**config.mk**
```make
export PLATFORM = sky130hd
export DESIGN_NAME = cau_fifo
export DESIGN_NICKNAME = d
export VERILOG_FILES = /design/src/rtl/core/cau_fifo.sv
export SDC_FILE = /design/constraint.sdc
export NUM_CORES = 1
export LEC_CHECK = 0
export BUFFER_PORTS_ARGS = -buffer_cell sky130_fd_sc_hd__buf_2
export CORE_UTILIZATION = 41
export CTS_CLUSTER_DIAMETER = 30
export DETAILED_ROUTE_END_ITERATION = 10
export GPL_ROUTABILITY_DRIVEN = 0
export PLACE_DENSITY = 0.58
export SLEW_MARGIN = 20
export SYNTH_ARGS = -nofsm -noshare
export SYNTH_HDL_FRONTEND = slang
export SYNTH_SLANG_ARGS = --single-unit
```
**constraint.sdc**
```tcl
create_clock -name clk -period 2.5 [get_ports clk]
set_input_delay 0.5 -clock clk [delete_from_list [all_inputs] [get_ports clk]]
set_output_delay 0.5 -clock clk [all_outputs]
set_load 0.01 [all_outputs]
```
**src/rtl/core/cau_fifo.sv**
```systemverilog
`default_nettype none
// ----------------------------------------------------------------------------
// cau_fifo: small register queue
// First-in first-out storage with full/empty flags and a show-ahead read.
// ----------------------------------------------------------------------------
module cau_fifo #(
  parameter int W     = 8,
  parameter int DEPTH = 4
) (
  input  wire logic         clk,
  input  wire logic         rst_n,
  input  wire logic         push,
  input  wire logic [W-1:0] wdata,
  output logic              full,
  input  wire logic         pop,
  output logic [W-1:0]      rdata,
  output logic              empty
);
  localparam int AW = (DEPTH > 1) ? $clog2(DEPTH) : 1;

  logic [W-1:0]  mem_r [DEPTH];
  logic [AW-1:0] wp_r, wp_nxt, rp_r, rp_nxt;
  logic [AW:0]   cnt_r, cnt_nxt;
  logic          do_push, do_pop;

  assign full    = (cnt_r == (AW+1)'(DEPTH));
  assign empty   = (cnt_r == '0);
  assign do_push = push && !full;
  assign do_pop  = pop && !empty;
  assign rdata   = mem_r[rp_r];

  always_comb begin
    wp_nxt  = wp_r;
    rp_nxt  = rp_r;
    cnt_nxt = cnt_r;
    if (do_push) begin
      wp_nxt = (wp_r == AW'(DEPTH - 1)) ? '0 : wp_r + AW'(1);
    end
    if (do_pop) begin
      rp_nxt = (rp_r == AW'(DEPTH - 1)) ? '0 : rp_r + AW'(1);
    end
    if (do_push && !do_pop) begin
      cnt_nxt = cnt_r + (AW+1)'(1);
    end else if (do_pop && !do_push) begin
      cnt_nxt = cnt_r - (AW+1)'(1);
    end
  end

  always_ff @(posedge clk) begin
    if (!rst_n) begin
      wp_r  <= '0;
      rp_r  <= '0;
      cnt_r <= '0;
    end else begin
      wp_r  <= wp_nxt;
      rp_r  <= rp_nxt;
      cnt_r <= cnt_nxt;
    end
  end

  always_ff @(posedge clk) begin
    if (do_push) begin
      mem_r[wp_r] <= wdata;
    end
  end
endmodule
`default_nettype wire

```
Word-level counts from Yosys, hierarchy flattened
Memory sizes are Yosys's and may differ from the RTL's. A register that Yosys moved wholly into a read port is not among the register bits.
Cells that the tools add are included.
{"block": "word_totals", "reg_bits": 7, "mem_bits_rw": 32, "wordCells": 29, "memories": 1}
{"block": "classes", "muxes": 8, "n_eq_ne": 3, "reduce_logical": 10, "n_addsub": 4}
{"name": "mem_r", "depth": 4, "width": 8, "rd": 1, "rd_ports_with_merged_regs": 1, "write_ports": 1, "line": "21", "source": "logic [W-1:0] mem_r [DEPTH];"}
{"operator": "2-bit two-way mux", "count": 4}
{"operator": "3-bit two-way mux", "count": 2}
{"operator": "2-bit by 1-bit adder with 2-bit output, second input constant", "count": 2}
{"operator": "2-bit equality test, second input constant", "count": 2}
{"operator": "1-bit logical AND", "count": 4}
{"operator": "1-bit zero test", "count": 4}
{"operator": "3-bit by 1-bit adder with 3-bit output, second input constant", "count": 1}
{"operator": "3-bit equality test, second input constant", "count": 1}
{"operator": "3-bit zero test", "count": 1}
{"operator": "3-bit by 1-bit subtractor with 3-bit output, second input constant", "count": 1}
{"operator": "1-bit two-way mux", "count": 2}
{"operator": "2-bit nonzero test", "count": 1}

Depth between registers and ports, before layout
Gate-level depths: netlist of the first run.
{"block": "depth", "ltp_word": 7, "mapped_depth": 9, "depth_no_buf": 8}

Least setup slack after synthesis of the first run
OpenSTA, ideal clock, no wires.
{"block": "synth_path", "path_kind": "register -> register", "from": "register cnt_r[0]", "to": "register cnt_r[2]", "setup_ps": 76, "arrival_ps": 2017, "required_ps": 2424, "path_buffers": 0, "path_stages_with_launch": 8, "setup_slack_ps": 407, "cell_sequence": "dfxtp_1 o31ai_1 ha_1 inv_1 fa_1 xor2_1 or3_1 a21boi_0"}
{"block": "synth_via", "elab_chain_cells": 6, "word_cells_on_any_way": 15}
{"item": "from (decl)", "line": "23", "source": "logic [AW:0] cnt_r, cnt_nxt;"}
{"item": "from (signal assigned)", "line": "57", "source": "cnt_r <= cnt_nxt;"}
{"item": "parallel branches: the longest is 6 deep, another holds 3-bit by 1-bit subtractor with 3-bit output"}
Several ways; the timed one is not identified. The select of a mux whose other input is x is not followed.
A chain may end at the register's enable or synchronous reset.

Worst setup path after layout of the first run
Ends and elaborated chain as after synthesis.

==> summary.txt, run 1 <==
Setup path
  • Buffers & Inverters on Critical Path: 1
  • Top delay family on crit path: compound AO/OA/AOI/OAI gates
  • Worst setup SP type: register
  • Crit path largest cell delay: 0.48 ns
  • FF-to-FF End: cnt_r[2]$_SDFFE_PN0P_
  • WP data arrival: 2.51 ns
  • Reg2Reg Setup Slack: around 0.21 ns
  • CP Class: reg2reg
  • Critical Path End Type: register
  • Worst path cell trace: o31ai_1 > ha_1 > inv_1 > fa_1 > xor2_1 > or3_1 > a21boi_0
  • WP data required: roughly 2.7 ns
  • R2R cell count: 7
  • R2r startpoint: cnt_r[0]$_SDFFE_PN0P_
  • Crit Path Max Fanout: 5
  • Critical path's slowest cell: o31ai_1

Logic synthesis
  • Main combinational cell family by area after synthesis: multiplexers
  • Mux contribution to synthesized area: between 10% and 20%
  • Post-Synth Simple-Gate Area: about 6.6%
  • Distinct cells, synth: 23
  • Syn nets: between 100 and 150
  • Adder-cell share of the synthesized area: under 10%
  • Mean area per synthesized cell: between 15 and 20 sq um
  • Xor/xnor share of the synthesized area: 1.07%
  • Post-Synthesis Cells: 93
  • Synth warnings: 0
  • Mapped cell area: between 1500 and 2000 sq um
  • Seq/Total Area, Yosys: 70.0%
  • Yosys reg bits: 41
  • Synth Area in Compound Gates: 1.84%

Drt
  • DR WL/cell: between 10 and 15 um
  • Via Count: approximately 820
  • Vias per cell: about 5
  • Initial DRT Pass Iterations: 4
  • Initial DRC Count: 24
  • Post-Route WL: 2410 um
  • Residual DRC: 0
  • Antenna-violating nets left: 0

Power
  • PwrDens: around 990 nW/um^2
  • P_leak: around 0.00069 uW
  • Maximum vdd ir drop: just under 0.5 mV
  • Pwr Total: ~1900 uW

Cells and area
  • Most common cell after layout, fill and taps aside: edfxtp_1
  • Most frequent cells in the layout: edfxtp_1 (32), buf_2 (21), dfxtp_1 (9), mux4_2 (8)
  • Layout cells sized above 1: 31.7%
  • Sequential cell area: 1140 sq um
  • Final Core Density: 50.7%
  • Multi-input logic area: around 460 sq um
  • Ant diodes: 0
  • Nets: about 140
  • Layout area overhead: 16.5%
  • Cell Count, Final, Fillers Out: ~170
  • FILL cells: around 340

Worst hold path
  • Hold_sp: wdata[7]
  • Worst hold path class: in2reg
  • Worst Hold End: mem_r[2][7]$_DFFE_PP_
  • Hold depth: 1

Placement
  • Port-buffer cells: 21
  • Inst Count DP: between 150 and 200
  • Post-DP HPWL: approximately 1700 um

CTS
  • Clock sinks: 41
  • TritonCTS clock tree: built
  • Htree depth: 2
  • Clk_lat worst skew: 0.29 ns
  • TritonCTS Buffers: 5
  • Clock transition at the registers of the reported paths: ~0.070 ns
  • Post_cts resized: 0
  • Clock Path Buffers: 2
  • # hold bufs at CTS: 0
  • Post-CTS setup buffer count: 0
  • Root Driver: clkbuf_8

STA
  • Relative slew margins: 66.6%
  • Worst-Margin Slew: 0.497 ns
  • Fin. max-slew vios: 0
  • Final hold vios: 0
  • Setup TNS: 0 ns
  • Setup violators final: 0
  • Fmax achieved: between 400 and 500 MHz
  • Period utilization: approximately nine tenths
  • RSZ-0062 raised after global routing: false
  • Worst hold margin: approximately 0.43 ns
  • Clk_skew: between 0.006 and 0.007 ns
  • Post-layout min period: approximately 2.3 ns

Floorplan
  • Total core area: 3740 sq um
  • Die area: approximately 4200 sq um
  • Initial core utilization: between 40% and 50%
  • Ports: 22
  • DIE HEIGHT: between 60 and 70 um
  • Die width: roughly 65 um
  • Rows: 22

Global route
  • Antenna violations before repair: 0
  • Grt ovf: 0
  • Largest net degree at the start of global routing: 13
  • Number of global-route vias before repair: around 830
  • Global-route wire length before repair: just under 4000 um
  • GRT Util Overall: a little over an eighth

Status
  • Outcome: completed

Flow run
  • MaxCap Viol Count: 0
==> routing by layer <==
layer  vias up  track usage (%)  wire length [um]  share of wire [%]
met5         -                0                 0                  0
met4         0             8.15                56                2.3
met3         8             4.40               107                4.4
met2        20             22.5              1190                 49
met1       395             14.6              1060                 44
li1        399                -                 -                  -
==> flip-flops by register name, summed over array words and instances, names as in the netlist, named ones only <==
name and cells:
mem_r 32, cnt_r 3, rp_r 2, wp_r 2
==> worst reg2reg max path: cells and delay by family (launching register included) <==
family / cells / cell delay (ns)
buffers and inverters: 1 / 0.06
adders and majority gates: 2 / 0.65
xor gates and xnor gates: 1 / 0.16
DFF: 1 / 0.38
and+or+nand+nor: 1 / 0.30
AOI/OAI and AO/OA: 2 / 0.67
==> kinds of logic (layout without fill, tap and decap cells) <==
| kind of cell | count (synthesis) | count (layout) |
|---|---|---|
| mux | 11 | 11 |
| fa+ha+maj | 7 | 7 |
| xor+xnor | 2 | 2 |
| flops | 41 | 41 |
| compound gates | 5 | 5 |
| simple gates | 20 | 20 |
| buf+inv | 7 | 34 |
==> worst max-delay path by stage <==
stage / cells past startpoint / slack [ns] / to / from
6_report: 7 / 0.21 / cnt_r[2]$_SDFFE_PN0P_ / cnt_r[0]$_SDFFE_PN0P_
5_1_grt: 7 / 0.04 / cnt_r[2]$_SDFFE_PN0P_ / cnt_r[0]$_SDFFE_PN0P_
4_1_cts: 7 / 0.18 / cnt_r[2]$_SDFFE_PN0P_ / cnt_r[0]$_SDFFE_PN0P_
3_5_place_dp: 7 / 0.21 / cnt_r[2]$_SDFFE_PN0P_ / cnt_r[0]$_SDFFE_PN0P_
3_3_place_gp: 7 / 0.31 / cnt_r[2]$_SDFFE_PN0P_ / cnt_r[0]$_SDFFE_PN0P_
2_1_floorplan: 7 / 0.41 / cnt_r[2]$_SDFFE_PN0P_ / cnt_r[0]$_SDFFE_PN0P_
==> metrics by stage <==
stage	setup slack, ns	area [sq um]
2_1_floorplan	0.407	1630
3_3_place_gp	0.312	1790
3_5_place_dp	0.205	1790
4_1_cts	0.184	1900
5_1_grt	0.0427	1900
6_report	0.209	1900
==> cell usage after synthesis <==
library cell / count / share of area [%]
o21ai_0: 3 / 0.92
nor2_1: 2 / 0.46
nor2b_1: 2 / 0.77
xor2_1: 1 / 0.54
nor3b_2: 1 / 0.77
and2_1: 5 / 1.9
clkbuf_1: 1 / 0.23
nand3_1: 2 / 0.61
mux4_2: 8 / 11
dfxtp_1: 9 / 11
o31ai_1: 1 / 0.46
nor3_1: 1 / 0.31
fa_1: 1 / 1.2
xnor2_1: 1 / 0.54
buf_2: 2 / 0.61
mux2i_1: 3 / 1.8
nand2_1: 6 / 1.4
or3_1: 1 / 0.38
ha_1: 6 / 4.6
edfxtp_1: 32 / 59
a21boi_0: 1 / 0.46
inv_1: 3 / 0.69
buf_1: 1 / 0.23
==> where the power goes <==
part	internal [uW]	switching [uW]	total [uW]
clock	294	209	504
sequential	839	63.3	902
combinational	242	227	469
==> cell type report <==
type,count,area share (%)
sequential,41,60.1
timing repair buffer,23,6.32
clock buffer,6,3.82
inverter,3,0.593
clock inverter,2,1.78
multi-input combinational,45,24.2
tap,48,3.16
Power figures use the tool's default switching activity.
==> run 2, diff against run 1 <==
--- a/config.mk
+++ b/config.mk
@@ -6,11 +6,13 @@
 export NUM_CORES = 1
 export LEC_CHECK = 0
 export BUFFER_PORTS_ARGS = -buffer_cell sky130_fd_sc_hd__buf_2
+export CORE_ASPECT_RATIO = 0.8
 export CORE_UTILIZATION = 41
 export CTS_CLUSTER_DIAMETER = 30
 export DETAILED_ROUTE_END_ITERATION = 10
 export GPL_ROUTABILITY_DRIVEN = 0
 export PLACE_DENSITY = 0.58
+export SETUP_SLACK_MARGIN = 0.02
 export SLEW_MARGIN = 20
 export SYNTH_ARGS = -nofsm -noshare
 export SYNTH_HDL_FRONTEND = slang
==> summary.txt, run 2 (synthesis gave the netlist of run 1 again) <==
Status
  • Outcome: completed

Power
  • P_leak: 0.000701 uW (+0.86%)
  • Switch Pwr: 527 uW (+5.4%)
  • Sw frac: 27.5% (+0.88 points)
  • Comb pwr share: 24.4% (-0.6 points)
  • Maximum vdd ir drop: 0.444 mV (-8.6%)
  • Flop pwr share: 47.9% (-0.2 points)
  • Internal Power: 1390 uW (+0.77%)
  • PwrDens: 994 nW/um^2 (+0.67%)
  • Clock share of power: 27.7% (+0.8 points)

Cells and area
  • Layout cells sized above 1: 33.9% (+2.2 points)
  • Nets: 139 (+0.72%)
  • Most frequent cells in the layout: edfxtp_1 (32), buf_2 (21), dfxtp_1 (9), mux4_2 (8)
  • Biggest register: mem_r
  • Biggest regs: mem_r: 32 flops, cnt_r: 3 flops
  • Final Core Density: 50.6% (-0.14 points)
  • Layout area overhead: 18.0%
  • Max reg flops: 32 (unchanged)
  • Most common cell after layout, fill and taps aside: edfxtp_1
  • Ant diodes: 0 (unchanged)

Setup path
  • WP data arrival: 1.66 ns (-0.85 ns)
  • Worst setup SP type: register
  • Crit Path Max Fanout: 5 (unchanged)
  • WP data required: 2.00 ns (-0.71 ns)
  • R2R cell count: 7 (unchanged)
  • CP Class: reg2out
  • Critical Path End Type: output pin

CTS
  • Htree depth: 2 (unchanged)
  • Post-CTS setup buffer count: 0 (unchanged)
  • Clk_lat worst skew: 0.29 ns (about the same)
  • Root Driver: clkbuf_8
  • TritonCTS Buffers: 5 (unchanged)
  • # hold bufs at CTS: 0 (unchanged)
  • Clock transition at the registers of the reported paths: 0.08 ns (about the same)
  • TritonCTS clock tree: built
  • Post_cts resized: 0 (unchanged)
  • Clock sinks: 41 (unchanged)
  • Clock Path Buffers: 2 (unchanged)

Floorplan
  • Die width: 72.5 um (+11%)
  • Die area: 4230 sq um (about the same)
  • Rows: 20 (-9.1%)
  • DIE HEIGHT: 58.4 um (-10%)
  • Total core area: 3800 sq um (+1.6%)
  • Ports: 22 (unchanged)
  • Initial core utilization: 42.9% (-0.69 points)

Placement
  • Post-DP HPWL: 1890 um (+14%)
  • Port-buffer cells: 21 (unchanged)

Drt
  • Antenna-violating nets left: 0 (unchanged)
  • Via Count: 830 (+0.97%)
  • Residual DRC: 0 (unchanged)
  • Post-Route WL: 2620 um (+8.7%)
  • DR WL/cell: 14.9 um (+3.8%)
  • Initial DRT Pass Iterations: 4 (unchanged)
  • Initial DRC Count: 39 (+63%)
  • Vias per cell: 4.72 (-3.6%)

STA
  • Setup violators final: 0 (unchanged)
  • Worst-Margin Slew: 0.456 ns (-0.0412 ns)
  • Setup TNS: 0 ns (unchanged)
  • Post-layout min period: 2.16 ns (-0.128 ns)
  • Clk_skew: 0.00755 ns (+0.00117 ns)
  • Relative slew margins: 69.6% (+3.0 points)
  • Final hold vios: 0 (unchanged)
  • RSZ-0062 raised after global routing: false
  • Fin. max-slew vios: 0 (unchanged)
  • Fmax achieved: 463 MHz (+5.9%)
  • Period utilization: 86.5% (-5.1 points)

Global route
  • Global-route wire length before repair: 4120 um (+6.6%)
  • GRT Util Overall: 14.2% (+0.77 points)
  • Largest net degree at the start of global routing: 15 (+2)
  • Number of global-route vias before repair: 890 (+6.7%)
  • Antenna violations before repair: 0 (unchanged)
  • Grt ovf: 0 (unchanged)

Worst hold path
  • Hold depth: 1 (unchanged)
  • Worst hold path class: in2reg

Flow run
  • MaxCap Viol Count: 0 (unchanged)
-- run 2: area by class of cell --
class	count	area, sq um
timing repair buffer	24	128
clock buffer	5	68.8
clock inverter	3	46.3
sequential	41	1140
fill	347	1880
inverter	3	11.3
tap	55	68.8
multi-input combinational	45	460
-- run 2: layer usage --
layer / track usage, % / part of all wire (%) / vias to the layer above
met5: 0 / 0 / -
met3: 4.28 / 3.7 / 5
li1: - / - / 404
met2: 24.7 / 52 / 15
met4: 6.72 / 1.4 / 0
met1: 16.1 / 43 / 406
-- run 2: power groups by stage --
stage | clock network (uW) | logic [uW] | registers (uW)
finish | 530 | 466 | 916
global placement | 0 | 454 | 928
CTS | 540 | 479 | 919
detailed placement | 0 | 478 | 934
global route | 572 | 521 | 930
floorplan | 0 | 346 | 894
-- run 2: final timing paths --
| check | startpoint | endpoint | slack, ns |
|---|---|---|---|
| worst max-delay path | register | rdata[3] | 0.34 |
| worst min-delay path | wdata[1] | mem_r[0][1]$_DFFE_PP_ | 0.42 |
| worst max register to register | cnt_r[1]$_SDFFE_PN0P_ | cnt_r[2]$_SDFFE_PN0P_ | 0.42 |
| worst min register to register | wp_r[1]$_SDFFE_PN0P_ | wp_r[1]$_SDFFE_PN0P_ | 0.51 |
-- run 2: worst max-delay path, cell delays in order, from the launching register on --
cell and delay [ns]:
dfxtp_1 0.50, buf_4 0.22, mux4_2 0.51, buf_2 0.15
-- run 2: metrics by stage --
step / power (uW) / instance area (sq um) / hold WS [ns] / setup slack (ns) / instances
finish: 1910 / 1920 / 0.422 / 0.338 / 176
global route: 2020 / 1920 / 0.414 / 0.223 / 176
CTS: 1940 / 1920 / 0.416 / 0.306 / 176
detailed placement: 1410 / 1810 / 0.503 / 0.413 / 168
global placement: 1380 / 1810 / 0.484 / 0.490 / 168
floorplan: 1240 / 1630 / 0.468 / 0.407 / 93
==> run 3, diff against run 2 <==
--- a/config.mk
+++ b/config.mk
@@ -7,11 +7,11 @@
 export LEC_CHECK = 0
 export BUFFER_PORTS_ARGS = -buffer_cell sky130_fd_sc_hd__buf_2
 export CORE_ASPECT_RATIO = 0.8
-export CORE_UTILIZATION = 41
+export CORE_UTILIZATION = 55
 export CTS_CLUSTER_DIAMETER = 30
 export DETAILED_ROUTE_END_ITERATION = 10
 export GPL_ROUTABILITY_DRIVEN = 0
-export PLACE_DENSITY = 0.58
+export PLACE_DENSITY = 0.86
 export SETUP_SLACK_MARGIN = 0.02
 export SLEW_MARGIN = 20
 export SYNTH_ARGS = -nofsm -noshare
==> summary.txt, run 3 (synthesis gave the netlist of run 1 again) <==
Setup path
  • Reg2Reg Setup Slack: 0.22 ns (-0.20 ns)
  • Critical path's slowest cell: fa_1
  • FF-to-FF End: cnt_r[2]$_SDFFE_PN0P_
  • R2R cell count: 7 (unchanged)
  • CP Class: reg2reg
  • Critical Path End: cnt_r[2]$_SDFFE_PN0P_
  • WP data required: 2.70 ns (+0.70 ns)
  • Worst setup SP type: register
  • R2r startpoint: cnt_r[1]$_SDFFE_PN0P_
  • Worst path cell trace: o31ai_2 > ha_1 > inv_1 > fa_1 > xor2_1 > or3_1 > a21boi_0
  • Buffers & Inverters on Critical Path: 1 (-1)
  • Critical Path End Type: register
  • Worst setup path start: cnt_r[1]$_SDFFE_PN0P_
  • CP Depth: 7 (+4)
  • WP data arrival: 2.48 ns (+0.82 ns)
  • Crit path largest cell delay: 0.41 ns (-0.10 ns)
  • Top delay family on crit path: adder cells
  • Crit Path Max Fanout: 5 (unchanged)

Power
  • Pwr Total: 1780 uW (-7.0%)
  • Sw frac: 28.6% (+1.0 points)
  • Flop pwr share: 52.4% (+4.5 points)
  • Maximum vdd ir drop: 0.426 mV (-4.0%)
  • Comb pwr share: 25.1% (+0.7 points)
  • Clock share of power: 22.5% (-5.2 points)
  • PwrDens: 953 nW/um^2 (-4.1%)
  • Switch Pwr: 508 uW (-3.6%)
  • Internal Power: 1270 uW (-8.4%)
  • P_leak: 0.000682 uW (-2.7%)

STA
  • Final hold vios: 0 (unchanged)
  • Setup TNS: 0 ns (unchanged)
  • Period utilization: 91.1% (+4.6 points)
  • Fmax achieved: 439 MHz (-5.0%)
  • Setup violators final: 0 (unchanged)
  • RSZ-0062 raised after global routing: false
  • Clk_skew: 0.0102 ns (+0.00261 ns)
  • Relative slew margins: 64.3% (-5.3 points)
  • Worst hold margin: 0.432 ns (+0.00953 ns)
  • Post-layout min period: 2.28 ns (+0.114 ns)
  • Fin. max-slew vios: 0 (unchanged)
  • Worst-Margin Slew: 0.535 ns (+0.0791 ns)

Drt
  • Initial DRT Pass Iterations: 4 (unchanged)
  • Initial DRC Count: 23 (-41%)
  • Vias per cell: 5.27 (+12%)
  • Residual DRC: 0 (unchanged)
  • DR WL/cell: 15.4 um (+3.2%)
  • Via Count: 828 (-0.24%)
  • Post-Route WL: 2410 um (-8.0%)
  • Antenna-violating nets left: 0 (unchanged)

Floorplan
  • Die area: 3190 sq um (-25%)
  • DIE HEIGHT: 50.7 um (-13%)
  • Die width: 62.9 um (-13%)
  • Ports: 22 (unchanged)
  • Initial core utilization: 58.5% (+16 points)
  • Rows: 17 (-15%)
  • Total core area: 2790 sq um (-27%)

CTS
  • TritonCTS Buffers: 5 (unchanged)
  • TritonCTS clock tree: built
  • Clk_lat worst skew: 0.28 ns (about the same)
  • Post-CTS setup buffer count: 0 (unchanged)
  • Clock transition at the registers of the reported paths: 0.08 ns (about the same)
  • Root Driver: clkbuf_8
  • # hold bufs at CTS: 0 (unchanged)
  • Clock sinks: 41 (unchanged)
  • Clock Path Buffers: 2 (unchanged)
  • Htree depth: 2 (unchanged)

Placement
  • Port-buffer cells: 21 (unchanged)
  • Post-DP HPWL: 1710 um (-9.3%)
  • Inst Count DP: 149 (-11%)

Worst hold path
  • Worst hold path class: in2reg

Global route
  • Antenna violations before repair: 0 (unchanged)
  • Number of global-route vias before repair: 883 (-0.79%)
  • Grt ovf: 0 (unchanged)
  • GRT Util Overall: 18.0% (+3.8 points)
  • Global-route wire length before repair: 4010 um (-2.7%)
  • Largest net degree at the start of global routing: 14 (-1)

Flow run
  • MaxCap Viol Count: 0 (unchanged)

Cells and area
  • Nets: 137 (-1.4%)
  • Max reg flops: 32 (unchanged)
  • Final Core Density: 66.9% (+16 points)
  • Most frequent cells in the layout: edfxtp_1 (32), buf_2 (21), dfxtp_1 (9), mux4_2 (8)
  • Ant diodes: 0 (unchanged)
  • Cell Count, Final, Fillers Out: 157 (-11%)
  • Most common cell after layout, fill and taps aside: edfxtp_1
  • Layout area overhead: 14.4%
  • Biggest regs: mem_r: 32 flops, cnt_r: 3 flops
  • Layout cells sized above 1: 32.8% (-1.1 points)
  • Biggest register: mem_r

Status
  • Outcome: completed
-- run 3: changes by cell type in the layout (fill, tap and decap cells not counted), sizes merged --
cell / change
buf: -2
clkinv: +2
bufinv: -1
clkinvlp: -1
-- run 3: power by group through the flow --
| stage | registers (uW) | logic (uW) | clock network, uW |
|---|---|---|---|
| global placement | 938 | 422 | 0 |
| finish | 931 | 447 | 400 |
| CTS | 932 | 450 | 409 |
| floorplan | 894 | 346 | 0 |
| global route | 952 | 494 | 431 |
| detailed placement | 947 | 444 | 0 |
-- run 3: how the worst min path moves through the flow --
stage                               startpoint                    end  slack [ns]  cells after the start
after CTS                             wdata[1]  mem_r[0][1]$_DFFE_PP_        0.43                      1
after floorplan           wp_r[1]$_SDFFE_PN0P_   wp_r[1]$_SDFFE_PN0P_        0.47                      2
after detailed placement  wp_r[1]$_SDFFE_PN0P_   wp_r[1]$_SDFFE_PN0P_        0.50                      2
after global routing                  wdata[0]  mem_r[3][0]$_DFFE_PP_        0.42                      1
after global placement    wp_r[1]$_SDFFE_PN0P_   wp_r[1]$_SDFFE_PN0P_        0.48                      2
final                                 wdata[6]  mem_r[0][6]$_DFFE_PP_        0.43                      1
-- run 3: cell type report --
class | instances | area [sq um]
fill | 191 | 922
multi-input combinational | 45 | 465
sequential | 41 | 1140
tap | 38 | 47.5
clock inverter | 3 | 17.5
clock buffer | 5 | 68.8
inverter | 3 | 11.3
timing repair buffer | 22 | 113
-- run 3: what timing repair did --
item                                    CTS  global route
endpoints found under the setup margin    0             1
endpoints found under the hold margin     0             0
resized for setup                         0             1
-- run 3: through the flow --
stage,area (sq um),worst slack [ns]
finish,1860,0.224
global route,1860,0.102
CTS,1860,0.0938
detailed placement,1770,0.126
global placement,1770,0.324
floorplan,1630,0.407
-- run 3: worst register-to-register path, stage by stage (launching register included) --
cell and delay [ns]:
dfxtp_1 0.38, o31ai_2 0.41, ha_1 0.29, inv_1 0.07
fa_1 0.41, xor2_1 0.18, or3_1 0.30, a21boi_0 0.17
-- run 3: layer usage --
| metal | global-route usage, % | share of wire [%] | up-vias |
|---|---|---|---|
| li1 | - | - | 395 |
| met1 | 20.7 | 41 | 411 |
| met2 | 32.3 | 55 | 20 |
| met3 | 4.09 | 3.6 | 2 |
| met4 | 7.75 | 0.33 | 0 |
| met5 | 0 | 0 | - |
