## src/rtl/core/cau_pkg.sv

```systemverilog
`default_nettype none
// ----------------------------------------------------------------------------
// cau_pkg: shared types and constants of the complex arithmetic unit
// Operation codes, item and result records, saturation and angle tables.
// ----------------------------------------------------------------------------
package cau_pkg;

  localparam int FRAC_BITS_DEF    = 16;
  localparam int CORDIC_STEPS_DEF = 16;
  localparam int QUEUE_DEPTH      = 4;
  localparam int ITER_STAGES      = 32;  // one root bit per stage
  localparam int CW               = 35;  // CORDIC x/y width

  localparam logic [2:0] OP_ADD  = 3'd0;
  localparam logic [2:0] OP_SUB  = 3'd1;
  localparam logic [2:0] OP_MUL  = 3'd2;
  localparam logic [2:0] OP_CONJ = 3'd3;
  localparam logic [2:0] OP_MAG  = 3'd4;
  localparam logic [2:0] OP_ARG  = 3'd5;

  localparam logic [1:0] ST_OK    = 2'd0;
  localparam logic [1:0] ST_SAT   = 2'd1;
  localparam logic [1:0] ST_UNDEF = 2'd2;

  localparam logic signed [65:0] I32_MAX66 = 66'sh7FFFFFFF;
  localparam logic signed [65:0] I32_MIN66 = -66'sh80000000;
  localparam logic [63:0] HALF_PI_Q30 = 64'd1686629713;

  typedef enum logic [2:0] {
    CL_ADD, CL_SUB, CL_MUL, CL_CONJ, CL_MAG, CL_ARG, CL_NONE
  } cls_t;

  typedef struct packed {
    cls_t        cls;
    logic [31:0] ar;
    logic [31:0] ai;
    logic [31:0] br;
    logic [31:0] bi;
  } item_t;

  typedef struct packed {
    logic [31:0] rr;
    logic [31:0] ri;
    logic [1:0]  status;
  } res_t;

  typedef struct packed {
    logic          v;
    cls_t          cls;
    logic [31:0]   rr;
    logic [31:0]   ri;
    logic          sat;
    logic          zb;    // both parts zero
    logic          zr;    // real part zero
    logic          ain;   // imaginary part negative
    logic [63:0]   rad;
    logic [34:0]   rem;
    logic [31:0]   root;
    logic [CW-1:0] x;
    logic [CW-1:0] y;
    logic [31:0]   z;
  } pipe_t;

  typedef struct packed {
    logic        hit;
    logic [31:0] val;
  } sat_t;

  function automatic sat_t sat32(input logic signed [65:0] v);
    sat_t r;
    r.hit = 1'b0;
    r.val = v[31:0];
    if (v > I32_MAX66) begin
      r.hit = 1'b1;
      r.val = 32'h7FFF_FFFF;
    end else if (v < I32_MIN66) begin
      r.hit = 1'b1;
      r.val = 32'h8000_0000;
    end
    return r;
  endfunction

  function automatic logic [63:0] atan_q30(input int k);
    logic [63:0] q;
    case (k)
      0:  q = 64'd843314857;
      1:  q = 64'd497837829;
      2:  q = 64'd263043837;
      3:  q = 64'd133525159;
      4:  q = 64'd67021687;
      5:  q = 64'd33543516;
      6:  q = 64'd16775851;
      7:  q = 64'd8388437;
      8:  q = 64'd4194283;
      9:  q = 64'd2097149;
      10: q = 64'd1048576;
      11: q = 64'd524288;
      12: q = 64'd262144;
      13: q = 64'd131072;
      14: q = 64'd65536;
      15: q = 64'd32768;
      16: q = 64'd16384;
      17: q = 64'd8192;
      18: q = 64'd4096;
      19: q = 64'd2048;
      20: q = 64'd1024;
      21: q = 64'd512;
      22: q = 64'd256;
      23: q = 64'd128;
      default: q = 64'd0;
    endcase
    return q;
  endfunction

  // round a Q30 angle to nearest with f fraction bits
  function automatic logic [31:0] to_frac(input logic [63:0] q30, input int f);
    logic [63:0] r;
    r = (q30 + (64'd1 << (30 - f - 1))) >> (30 - f);
    return r[31:0];
  endfunction

endpackage
`default_nettype wire

```

## src/rtl/core/cau_fifo.sv

```systemverilog
`default_nettype none
// ----------------------------------------------------------------------------
// cau_fifo: small register queue
// First-in first-out storage with full/empty flags and a show-ahead read.
// ----------------------------------------------------------------------------
module cau_fifo #(
  parameter int W     = 8,
  parameter int DEPTH = 4
) (
  input  wire logic         clk,
  input  wire logic         rst_n,
  input  wire logic         push,
  input  wire logic [W-1:0] wdata,
  output logic              full,
  input  wire logic         pop,
  output logic [W-1:0]      rdata,
  output logic              empty
);
  localparam int AW = (DEPTH > 1) ? $clog2(DEPTH) : 1;

  logic [W-1:0]  mem_r [DEPTH];
  logic [AW-1:0] wp_r, wp_nxt, rp_r, rp_nxt;
  logic [AW:0]   cnt_r, cnt_nxt;
  logic          do_push, do_pop;

  assign full    = (cnt_r == (AW+1)'(DEPTH));
  assign empty   = (cnt_r == '0);
  assign do_push = push && !full;
  assign do_pop  = pop && !empty;
  assign rdata   = mem_r[rp_r];

  always_comb begin
    wp_nxt  = wp_r;
    rp_nxt  = rp_r;
    cnt_nxt = cnt_r;
    if (do_push) begin
      wp_nxt = (wp_r == AW'(DEPTH - 1)) ? '0 : wp_r + AW'(1);
    end
    if (do_pop) begin
      rp_nxt = (rp_r == AW'(DEPTH - 1)) ? '0 : rp_r + AW'(1);
    end
    if (do_push && !do_pop) begin
      cnt_nxt = cnt_r + (AW+1)'(1);
    end else if (do_pop && !do_push) begin
      cnt_nxt = cnt_r - (AW+1)'(1);
    end
  end

  always_ff @(posedge clk) begin
    if (!rst_n) begin
      wp_r  <= '0;
      rp_r  <= '0;
      cnt_r <= '0;
    end else begin
      wp_r  <= wp_nxt;
      rp_r  <= rp_nxt;
      cnt_r <= cnt_nxt;
    end
  end

  always_ff @(posedge clk) begin
    if (do_push) begin
      mem_r[wp_r] <= wdata;
    end
  end
endmodule
`default_nettype wire

```

## src/rtl/core/cau_front.sv

```systemverilog
`default_nettype none
// ----------------------------------------------------------------------------
// cau_front: request intake
// Classify each request, route multiplier operands, and queue it.
// ----------------------------------------------------------------------------
module cau_front (
  input  wire logic        clk,
  input  wire logic        rst_n,
  input  wire logic        push,
  output logic             full,
  input  wire logic [2:0]  in_operation,
  input  wire logic [31:0] in_a_real,
  input  wire logic [31:0] in_a_imag,
  input  wire logic [31:0] in_b_real,
  input  wire logic [31:0] in_b_imag,
  input  wire logic        q_pop,
  output logic             q_empty,
  output cau_pkg::item_t   q_item
);
  import cau_pkg::*;

  item_t it;

  always_comb begin
    it.ar = in_a_real;
    it.ai = in_a_imag;
    it.br = in_b_real;
    it.bi = in_b_imag;
    case (in_operation)
      OP_ADD:  it.cls = CL_ADD;
      OP_SUB:  it.cls = CL_SUB;
      OP_MUL:  it.cls = CL_MUL;
      OP_CONJ: it.cls = CL_CONJ;
      OP_MAG: begin
        // square a on the shared multipliers
        it.cls = CL_MAG;
        it.br  = in_a_real;
        it.bi  = in_a_imag;
      end
      OP_ARG:  it.cls = CL_ARG;
      default: it.cls = CL_NONE;
    endcase
  end

  cau_fifo #(.W($bits(item_t)), .DEPTH(QUEUE_DEPTH)) u_q (
    .clk   (clk),
    .rst_n (rst_n),
    .push  (push),
    .wdata (it),
    .full  (full),
    .pop   (q_pop),
    .rdata (q_item),
    .empty (q_empty)
  );
endmodule
`default_nettype wire

```

## config.mk

```make
export PLATFORM = sky130hd
export DESIGN_NAME = cau_front
export DESIGN_NICKNAME = d
export VERILOG_FILES = /design/src/rtl/core/cau_pkg.sv /design/src/rtl/core/cau_fifo.sv /design/src/rtl/core/cau_front.sv
export SDC_FILE = /design/constraint.sdc
export NUM_CORES = 1
export LEC_CHECK = 0
export BUFFER_PORTS_ARGS = -buffer_cell sky130_fd_sc_hd__buf_4
export CORE_AREA = 2 2 184 186
export CTS_CLUSTER_DIAMETER = 100
export CTS_CLUSTER_SIZE = 20
export DETAILED_ROUTE_END_ITERATION = 16
export DIE_AREA = 0 0 186 188
export PLACE_DENSITY = 0.83
export SYNTH_ARGS = -nofsm -noshare
export SYNTH_HDL_FRONTEND = slang
export SYNTH_SLANG_ARGS = --single-unit
```

## constraint.sdc

```tcl
create_clock -name clk -period 13.95 [get_ports clk]
set_input_delay 2.0925 -clock clk [delete_from_list [all_inputs] [get_ports clk]]
set_output_delay 2.0925 -clock clk [all_outputs]
set_load 0.02 [all_outputs]
```

* Yosys cells after proc, flatten, opt, wreduce, memory -nomap -nowiden
Memories as Yosys holds them, arrays and structs flattened. A register that Yosys moved wholly into a read port is not among the register bits.
Cells that the tools add are included.
Widths: inputs -> output; s select.
** Word-level totals
- Bits in registers :: 7
- Bits in writable memories :: 524
- Input bits :: 135
- Output and inout bits :: 133
- Word-level logic and storage cells :: 37
- Memories :: 1
** Cells by class
- Add/subtract/negate cells :: 4
- Equality and inequality tests :: 8
- Muxes and demuxes :: 10
- Reduce and logical (&&, ||, !) cells :: 11
** Memory list
- u_q.mem_r :: depth 4, bits a word 131, rd ports 1, clocked after memory_dff 1, wr ports 1, RTL line cau_fifo.sv:21 : logic [W-1:0] mem_r [DEPTH];
** Operator list (count)
- $mux 64 :: 1
- $pmux 3 s6 :: 1
- $eq 3x3->1 const B :: 3
- $mux 2 :: 4
- $eq 3x2->1 const B :: 2
- $logic_not 3->1 :: 2
- $mux 3 :: 2
- $add 2x1->2 const B :: 2
- $eq 2x2->1 const B :: 2
- $logic_and 1x1->1 :: 4
- $logic_not 1->1 :: 4
- $add 3x1->3 const B :: 1
- $eq 3x1->1 const B :: 1
- $sub 3x1->3 const B :: 1
- $mux 1 :: 2
- $reduce_bool 2->1 :: 1

* Longest topological paths before layout
Gate-level depths: netlist of the first run.
- Depth after elaboration :: 7
- Gate-level depth with buffers :: 9
- Gate-level depth less buffers :: 8

* Hierarchy
Synthesis of the first run repeated with hierarchy kept, for this count alone.
** Unflattened totals
- Cell total of the unflattened synthesis :: 811
- Area, all modules :: 20494.7 um2
** Modules (own cells, without submodules)
- cau_fifo :: times used 1, cells each 736, area each 19383.6 um2, seq. area each 15915.3 um2
- cau_front :: times used 1, cells each 75, area each 1111.1 um2, seq. area each 0.0 um2

* Worst setup path before layout of the first run
No wires, ideal clock.
- Path type :: input -> register
- Start point :: in push
- End point :: mem u_q.mem_r[0][0] (netlist name), enable pin
- Library setup time :: 0.506 ns
- Data arrival time :: 5.485 ns
- Data required time :: 13.444 ns
- Path slack :: 7.960 ns
- Stages :: 3
- Path buffers :: 1
- Cells stage by stage :: nor2b_1 -> clkbuf_1 -> and2_1
** On the way
- Cells in the longest elaborated chain, start to end :: 3
** Ends and longest elaborated chain
- start, declared :: RTL line cau_front.sv:9 : input wire logic push,
- $logic_and 1x1->1 :: RTL line cau_fifo.sv:28 : assign do_push = push && !full;
- net u_q.do_push :: RTL line cau_fifo.sv:24 : logic do_push, do_pop;
- $mux 1 :: RTL line cau_fifo.sv:62 : if (do_push) begin
- $mux 1 (implied by the code) :: RTL line cau_fifo.sv:63 : mem_r[wp_r] <= wdata;
- end, declared :: RTL line cau_fifo.sv:21
The timed path passes the listed nets, and every way through them passes these cells.

==> results of run 1 <==
kinds of logic after synthesis:
| group | synth area share, % |
|---|---|
| compound gates | 0.186 |
| xor+xnor | 0.0868 |
| fa+ha+maj | 0.471 |
| buf+inv | 1.47 |
| flops | 78.9 |
| mux | 18.3 |
| simple gates | 0.546 |
per-stage QoR:
step	setup WS (ns)	util [%]	cell area [sq um]
detailed placement	8.98	68.1	22600
global placement	9.01	68.1	22600
CTS	8.49	70.6	23400
global route	8.32	70.6	23400
finish	8.64	70.6	23400
floorplan	7.96	-	20200
state kept, by name, summed over array words and instances, names as in the netlist, named ones only:
signal and flops:
u_q.mem_r 524, u_q.cnt_r 3, u_q.rp_r 2, u_q.wp_r 2
layer usage:
layer,vias up,part of all wire [%],track usage [%]
li1,3967,-,-
met1,4729,40,29.0
met2,306,50,35.5
met3,55,7.7,5.05
met4,0,2.2,5.42
met5,-,0,0
cells in the mapped netlist, types with 5 or more instances:
library cell / instances
clkbuf_1: 8
and2_1: 5
mux4_2: 131
buf_2: 15
mux2_2: 64
nand2_1: 6
dfxtp_1: 9
edfxtp_1: 524
buf_4: 7
buf_6: 10
ha_1: 6
power by group through the flow:
stage                     Clock, mW  Combinational (mW)  Sequential, mW
after floorplan                   0               0.771            2.04
after global placement            0                1.14            2.06
after detailed placement          0                1.15            2.07
after CTS                     0.889                1.16            2.04
after global routing          0.941                1.21            2.05
final                         0.865                1.14            2.03
cell type report:
type / count / area [sq um]
Tap cell: 448 / 561
Multi-Input combinational cell: 234 / 3980
Clock buffer: 42 / 817
Fill cell: 1925 / 9720
Inverter: 3 / 11.3
Clock inverter: 1 / 8.76
Sequential cell: 533 / 15900
Timing Repair Buffer: 279 / 2090
critical path, delay by kind of cell (launching register included):
family                 cells  cell delay [ns]
DFF                        1             0.86
buffers and inverters      2             1.06
muxes                      1             0.65
path summary, 6_finish.rpt:
path,startpoint,end,cells after the start
worst max-delay path,register,q_item[89],3
worst min-delay path,u_q.wp_r[1],u_q.wp_r[1],2
worst max register to register,u_q.cnt_r[0],u_q.mem_r[2][93],4
worst min register to register,u_q.wp_r[1],u_q.wp_r[1],2
==> out/qor.csv, run 1 <==
metric,value,unit
Synth area leaders,"edfxtp_1 (78%), mux4_2 (15%), mux2_2 (3.6%)",
Flop pwr share,50.4,%
total internal power,2.89,mW
share of cells above drive strength 1,47.0,%
Die Ht,188,microns
number of distinct library cells after synthesis,26,
worst hold path class,register to register,
routability cong.,0.731,
# clock sinks,533,
max-slew violations,0,
Final Hold Fails,0,
clock network power share,21.4,%
vias in the first global route,9626,
clock root cell,clkbuf_16,
Yosys reg bits,533,
CP Capture Type,primary output,
CP max-delay cell,buf_4,
Worst VDD drop,0.129,mV
Clock Latency Late Sink,0.57,ns
Slew @ Worst Pin,1.03,ns
Layout Cells excl Fill,1540,
Syn Std Cell Area,20200,sq um
Inserted Diodes,0,
Peak Freq,0.188,GHz
post-synth top area share,78.0,%
postcts setup bufs,0,
Static Leak,7.69,nW
post-DP HPWL,21.8,mm
hold-fix buffers at CTS,0,
TritonCTS clock tree,yes,
critical path peak fanout,51,
CP arrival,3.21,ns
I/O pin count,268,
die width,186,microns
Critical Path Max Stage Delay,0.88,ns
WL per Instance,23.8,microns
Initial Util,60.9,%
most frequent CP cell,buf_4,
Startpoint Class,register,
grt total ovfl,0,
"Net Count, Synth",953,
clock slew at reported path FFs,0.08,ns
Logic pwr share,28.2,%
yosys warns,0,
Layout area overhead,16.0,%
Post-synth EDFFs,524,
Tcrit/Tclk final,38.0,%
"commonest non-fill, non-tap cell in the layout",edfxtp_1,
Worst Path Required,11.86,ns
Power per Cell Area,173,nW/um^2
Synth area leader,edfxtp_1,
critical setup path kind,register to primary output,
TNS Setup,0,ns
cts bufs inserted,30,
switching part of the total,28.3,%
H-tree depth,1,
register area share after synthesis,78.9,%
Gate Count Post-Synth,811,
largest net degree at the start of global routing,71,
drt first pass iters,5,
final setup vio count,0,
GRT Total Usage,21.4,%
vias,9057,
placed insts,1497,
fraction of registers with async set/reset,0,%
CTS max path bufs,3,
Initial DRC Count,672,
r2r setup slk,10.65,ns
row cnt,67,
Core Area,33100,sq um
Syn Area/Cell,24.9,sq um
fin crit period,5.31,ns
I/O Buffers,267,
max_cap viols,0,
status,finished clean,
critical path cell sequence,"buf_4, mux4_2, buf_4",
Max-slew headroom,31.6,%
most frequent cells in the layout,"edfxtp_1 (524), buf_4 (279), mux4_2 (131), mux2_2 (64), clkbuf_16 (31)",
initial antenna violation count,0,
final WL,36.7,mm
Clock Skews,0.0105,ns
Via density,5.88,
post-cts sizing count,0,
Fin Hold WS,0.512,ns
global-route wire length before repair,56.0,mm
# DRC,0,
sw power,1.14,mW
"Top FF cell, synth",edfxtp_1,
die footprint,35000,sq um
nets,1223,
remaining antenna violation count,0,
Power Total,4.04,mW
RSZ-0062 raised after global routing,false,
Note: power is estimated with default switching activity, not from simulation.
==> inputs of run 2 (changes only) <==
--- a/config.mk
+++ b/config.mk
@@ -6,12 +6,12 @@
 export NUM_CORES = 1
 export LEC_CHECK = 0
 export BUFFER_PORTS_ARGS = -buffer_cell sky130_fd_sc_hd__buf_4
-export CORE_AREA = 2 2 184 186
+export CORE_AREA = 2 2 192 194
 export CTS_CLUSTER_DIAMETER = 100
 export CTS_CLUSTER_SIZE = 20
 export DETAILED_ROUTE_END_ITERATION = 16
-export DIE_AREA = 0 0 186 188
-export PLACE_DENSITY = 0.83
+export DIE_AREA = 0 0 194 196
+export PLACE_DENSITY = 0.77
 export SYNTH_ARGS = -nofsm -noshare
 export SYNTH_HDL_FRONTEND = slang
 export SYNTH_SLANG_ARGS = --single-unit
==> constraint.sdc (replaced) <==
create_clock -name clk -period 5.3 [get_ports clk]
set_input_delay 0.795 -clock clk [delete_from_list [all_inputs] [get_ports clk]]
set_output_delay 0.795 -clock clk [all_outputs]
set_load 0.02 [all_outputs]
==> run 2 against run 1 <==
  * Sequential cell count unchanged
  * Core utilization down 5.4 points
  * Routed wire length up 3.5%
  * Critical endpoint is now q_item[30]
  * Non-clock buffer count unchanged
  * Highest routed layer is now met5
  * Power rose to 2.7 times the previous value
  * Clock-buffer cell count up 13
  * Cell count up 2.3%
  * Critical path depth unchanged
  * Largest power group unchanged
  * First-iteration DRC count up 7.4%
==> out/qor.csv, run 2 (synthesized netlist as in run 1, its figures left out) <==
metric,value,unit,change
placed insts,1517,,+1.3%
Layout Cells excl Fill,1575,,+2.3%
post-cts sizing count,0,,unchanged
worst hold path class,input port to register,,
CP arrival,2.72,ns,-0.49 ns
# DRC,0,,unchanged
Fin Hold WS,0.426,ns,-0.0868 ns
status,finished clean,,
I/O Buffers,267,,unchanged
vias,9106,,+0.54%
grt total ovfl,0,,unchanged
Peak Freq,0.285,GHz,
share of cells above drive strength 1,46.4,%,-0.55 points
final WL,37.9,mm,+3.5%
Clock Skews,0.0123,ns,+0.00176 ns
die width,194,microns,+4.3%
Worst R2R Path Depth,4,,unchanged
Worst VDD drop,0.427,mV,+230%
Via density,5.78,,-1.7%
critical path peak fanout,32,,-37%
largest net degree at the start of global routing,132,,+86%
WL per Instance,24.1,microns,+1.2%
Power per Cell Area,456,nW/um^2,+160%
H-tree depth,1,,unchanged
CP Capture Type,primary output,,
Max-slew headroom,33.7,%,+2.0 points
critical setup path kind,register to primary output,,
GRT Total Usage,19.7,%,-1.7 points
TritonCTS clock tree,yes,,
I/O pin count,268,,unchanged
CTS max path bufs,3,,unchanged
Initial DRC Count,722,,+7.4%
top flop regs,"u_q.mem_r x524, u_q.cnt_r x3",,
final setup vio count,0,,unchanged
hold-fix buffers at CTS,0,,unchanged
row cnt,70,,+4.5%
Final Hold Fails,0,,unchanged
Layout area overhead,16.7,%,
clock slew at reported path FFs,0.08,ns,about the same
max_cap viols,0,,unchanged
fin crit period,3.51,ns,
RSZ-0062 raised after global routing,false,,
Clock Latency Late Sink,0.57,ns,about the same
"commonest non-fill, non-tap cell in the layout",edfxtp_1,,
post-DP HPWL,22.6,mm,+3.4%
Static Leak,7.72,nW,+0.44%
Power Total,10.7,mW,+170%
Startpoint Class,register,,
# clock sinks,533,,unchanged
nets,1223,,unchanged
vias in the first global route,9390,,-2.5%
setup slack after layout,1.79,ns,-6.86 ns
Initial Util,55.9,%,-5.0 points
cts bufs inserted,30,,unchanged
Largest Register,u_q.mem_r,,
most frequent cells in the layout,"edfxtp_1 (524), buf_4 (273), mux4_2 (131), mux2_2 (64), clkbuf_16 (31)",,
Tcrit/Tclk final,66.3,%,
initial antenna violation count,3,,+3
remaining antenna violation count,0,,unchanged
clock root cell,clkbuf_16,,
die footprint,38000,sq um,+8.7%
Die Ht,196,microns,+4.3%
Largest register FFs,524,,unchanged
max-slew violations,0,,unchanged
drt first pass iters,5,,unchanged
hold depth,1,,-1
Worst Path Required,4.51,ns,-7.35 ns
routability cong.,0.730,,-0.23%
TNS Setup,0,ns,unchanged
Core Area,36100,sq um,+9.0%
"worst slack, placed",2.29,ns,-6.69 ns
postcts setup bufs,0,,unchanged
global-route wire length before repair,56.8,mm,+1.3%
Slew @ Worst Pin,0.995,ns,-0.0306 ns
-- run 2: changes by cell type in the layout (fill, tap and decap cells not counted) --
cell	delta
clkbuf_1	+13
buf_12	+6
diode_2	+2
buf_4	-6
-- run 2: where the power goes --
group	total, mW	switching [mW]	internal [mW]
registers	5.34	0.191	5.15
clock network	2.33	1.23	1.10
logic	3.07	1.64	1.43
-- run 2: path summary, 6_finish.rpt --
path           startpoint          endpoint  slack [ns]
min          in_a_real[0]  u_q.mem_r[1][96]        0.43
min reg2reg   u_q.wp_r[1]       u_q.wp_r[1]        0.51
max reg2reg  u_q.cnt_r[0]  u_q.mem_r[2][29]        2.64
max              register        q_item[30]        1.79
-- run 2: worst max-delay path, stage by stage (launching register included) --
cell and delay [ns]:
dfxtp_4 0.76, buf_4 0.56, mux4_2 0.60, buf_4 0.18
-- run 2: cell type report --
class	instances	area, sq um
multi-input cells	234	3980
clock inverters	1	8.76
diodes	2	5.00
clock buffers	55	866
repair buffers	279	2170
fillers	2341	12500
well taps	468	586
flip-flops and latches	533	15900
inverters	3	11.3
-- run 2: routing by layer --
layer / wire [microns] / vias up / global-route usage, %
li1: - / 3978 / -
met1: 15400 / 4752 / 28.2
met2: 19100 / 315 / 32.1
met3: 2660 / 59 / 3.70
met4: 818 / 2 / 4.69
met5: 12 / - / 0
-- run 2: through the flow --
stage,utilization [%],area [sq um]
floorplan,-,20200
global placement,62.8,22700
detailed placement,62.8,22700
CTS,65.2,23500
global route,65.2,23500
finish,65.2,23500
==> inputs of run 3 (changes only) <==
==> constraint.sdc (replaced) <==
create_clock -name clk -period 3.49 [get_ports clk]
set_input_delay 0.5235 -clock clk [delete_from_list [all_inputs] [get_ports clk]]
set_output_delay 0.5235 -clock clk [all_outputs]
set_load 0.02 [all_outputs]
==> run 3 against run 2 <==
  * Setup slack lost 1.2 ns
  * Clock skew grew 0.0093 ns
  * Die area is the same
  * Hold slack got worse by 0.27 ns
  * Combinational power rose by 55%
  * Routed wire length shrank 1.2%
  * Largest power group unchanged
==> out/qor.csv, run 3 (synthesized netlist as in run 1, its figures left out) <==
metric,value,unit,change
# DRC,0,,unchanged
Initial DRC Count,575,,-20%
drt first pass iters,6,,+1
hold-fix buffers at CTS,0,,unchanged
I/O pin count,268,,unchanged
Core Area,36100,sq um,unchanged
global-route wire length before repair,56.9,mm,+0.28%
Worst R2R Path Depth,8,,+4
vias in the first global route,9819,,+4.6%
WHS Endpoint,u_q.mem_r[2][81],,
final instance area,23700,sq um,+0.53%
final WL,37.5,mm,-1.2%
reg-to-reg critical path startpoint,u_q.cnt_r[0],,
post-DP HPWL,22.5,mm,-0.49%
cts bufs inserted,30,,unchanged
Die Ht,196,microns,unchanged
share of cells above drive strength 1,46.6,%,+0.19 points
WL per Instance,23.8,microns,-1.4%
Fill cells,2358,,+0.73%
Startpoint Class,register,,
Worst R2R End,u_q.cnt_r[2],,
fin crit period,2.86,ns,
RSZ-0062 raised after global routing,false,,
Crit path max-delay family,flip-flops,,
Slew @ Worst Pin,0.590,ns,-0.405 ns
Logic pwr share,29.2,%,+0.6 points
status,finished clean,,
H-tree depth,1,,unchanged
routability cong.,0.731,,+0.21%
Worst Path Required,2.97,ns,-1.54 ns
Layout Cells excl Fill,1577,,+0.13%
Peak Freq,0.349,GHz,
"commonest non-fill, non-tap cell in the layout",edfxtp_1,,
Post-DP Area,22800,sq um,+0.57%
Worst VDD drop,0.550,mV,+29%
worst hold path class,input port to register,,
"worst slack, placed",0.936,ns,-1.35 ns
Clock Skews,0.0216,ns,+0.00929 ns
TNS Setup,0,ns,unchanged
# clock sinks,533,,unchanged
sw power,4.64,mW,+52%
Final Hold Fails,0,,unchanged
worst path bufs/invs,2,,unchanged
most frequent cells in the layout,"edfxtp_1 (524), buf_4 (269), mux4_2 (131), mux2_2 (64), clkbuf_16 (31)",,
clock root cell,clkbuf_16,,
Inserted Diodes,0,,-2
hold wc startpoint,in_a_imag[17],,
max_cap viols,0,,unchanged
CP max-delay cell,dfxtp_4,,
hold depth,1,,unchanged
switching part of the total,28.4,%,-0.10 points
clock network power share,21.6,%,about the same
largest net degree at the start of global routing,78,,-41%
remaining antenna violation count,0,,unchanged
setup slack after layout,0.626,ns,-1.16 ns
Critical Path Max Stage Delay,0.62,ns,-0.14 ns
TritonCTS clock tree,yes,,
Tcrit/Tclk final,82.1,%,
Via density,5.79,,+0.17%
die width,194,microns,unchanged
Clock Latency Late Sink,0.57,ns,about the same
die footprint,38000,sq um,unchanged
total internal power,11.7,mW,+52%
CP Capture Type,primary output,,
postcts setup bufs,0,,unchanged
top flop regs,"u_q.mem_r x524, u_q.cnt_r x3",,
placed insts,1521,,+0.26%
post-cts sizing count,0,,unchanged
initial antenna violation count,2,,-1
vias,9133,,+0.30%
GRT Total Usage,19.6,%,-0.12 points
nets,1227,,+0.33%
grt total ovfl,0,,unchanged
Flop pwr share,49.2,%,-0.5 points
Largest register FFs,524,,unchanged
clock slew at reported path FFs,0.08,ns,about the same
Static Leak,7.77,nW,+0.60%
row cnt,70,,unchanged
I/O Buffers,267,,unchanged
critical setup path kind,register to primary output,,
r2r setup slk,1.01,ns,-1.63 ns
critical path cell sequence,"buf_12, mux4_2, buf_4",,
Largest Register,u_q.mem_r,,
Layout area overhead,17.3,%,
critical path peak fanout,43,,+34%
Max-slew headroom,60.3,%,+27 points
final setup vio count,0,,unchanged
CP arrival,2.34,ns,-0.38 ns
CTS max path bufs,3,,unchanged
max-slew violations,0,,unchanged
Power per Cell Area,690,nW/um^2,+51%
Fin Hold WS,0.153,ns,-0.273 ns
Initial Util,55.9,%,unchanged
==> run 3: per-layer routing <==
layer / global-route usage [%] / part of all wire (%) / routed length [microns] / up-vias
li1: - / - / - / 3981
met1: 26.8 / 41 / 15300 / 4796
met2: 32.6 / 50 / 18800 / 289
met3: 4.35 / 6.8 / 2560 / 63
met4: 4.91 / 2.2 / 832 / 4
met5: 0 / 0.072 / 27 / -
==> run 3: area by class of cell <==
type	instances	area (sq um)	share of cell area, %
sequential	533	15900	67.3
multi-input combinational	234	3980	16.8
timing repair buffer	283	2300	9.72
clock buffer	55	866	3.66
tap	468	586	2.47
inverter	3	11.3	0.0476
clock inverter	1	8.76	0.0370
==> run 3: how the worst max path moves through the flow <==
stage	startpoint	end	slack [ns]	depth (start not counted)
2_1_floorplan	u_q.cnt_r[0]	u_q.mem_r[0][0]	0.47	4
3_3_place_gp	push	u_q.cnt_r[2]	1.06	8
3_5_place_dp	push	u_q.cnt_r[2]	0.94	8
4_1_cts	register	q_item[110]	0.53	3
5_1_grt	register	q_item[125]	0.46	3
6_report	register	q_item[53]	0.63	3
==> run 3: metrics by stage <==
stage	power (mW)	util, %
2_1_floorplan	11.2	-
3_3_place_gp	13.0	63.2
3_5_place_dp	13.0	63.2
4_1_cts	16.6	65.6
5_1_grt	17.0	65.6
6_report	16.3	65.6
==> run 3: power by group through the flow <==
stage	registers [mW]	clock network, mW	logic, mW
2_1_floorplan	8.08	0	3.08
3_3_place_gp	8.15	0	4.82
3_5_place_dp	8.20	0	4.85
4_1_cts	8.05	3.64	4.86
5_1_grt	8.11	3.86	5.04
6_report	8.04	3.53	4.77
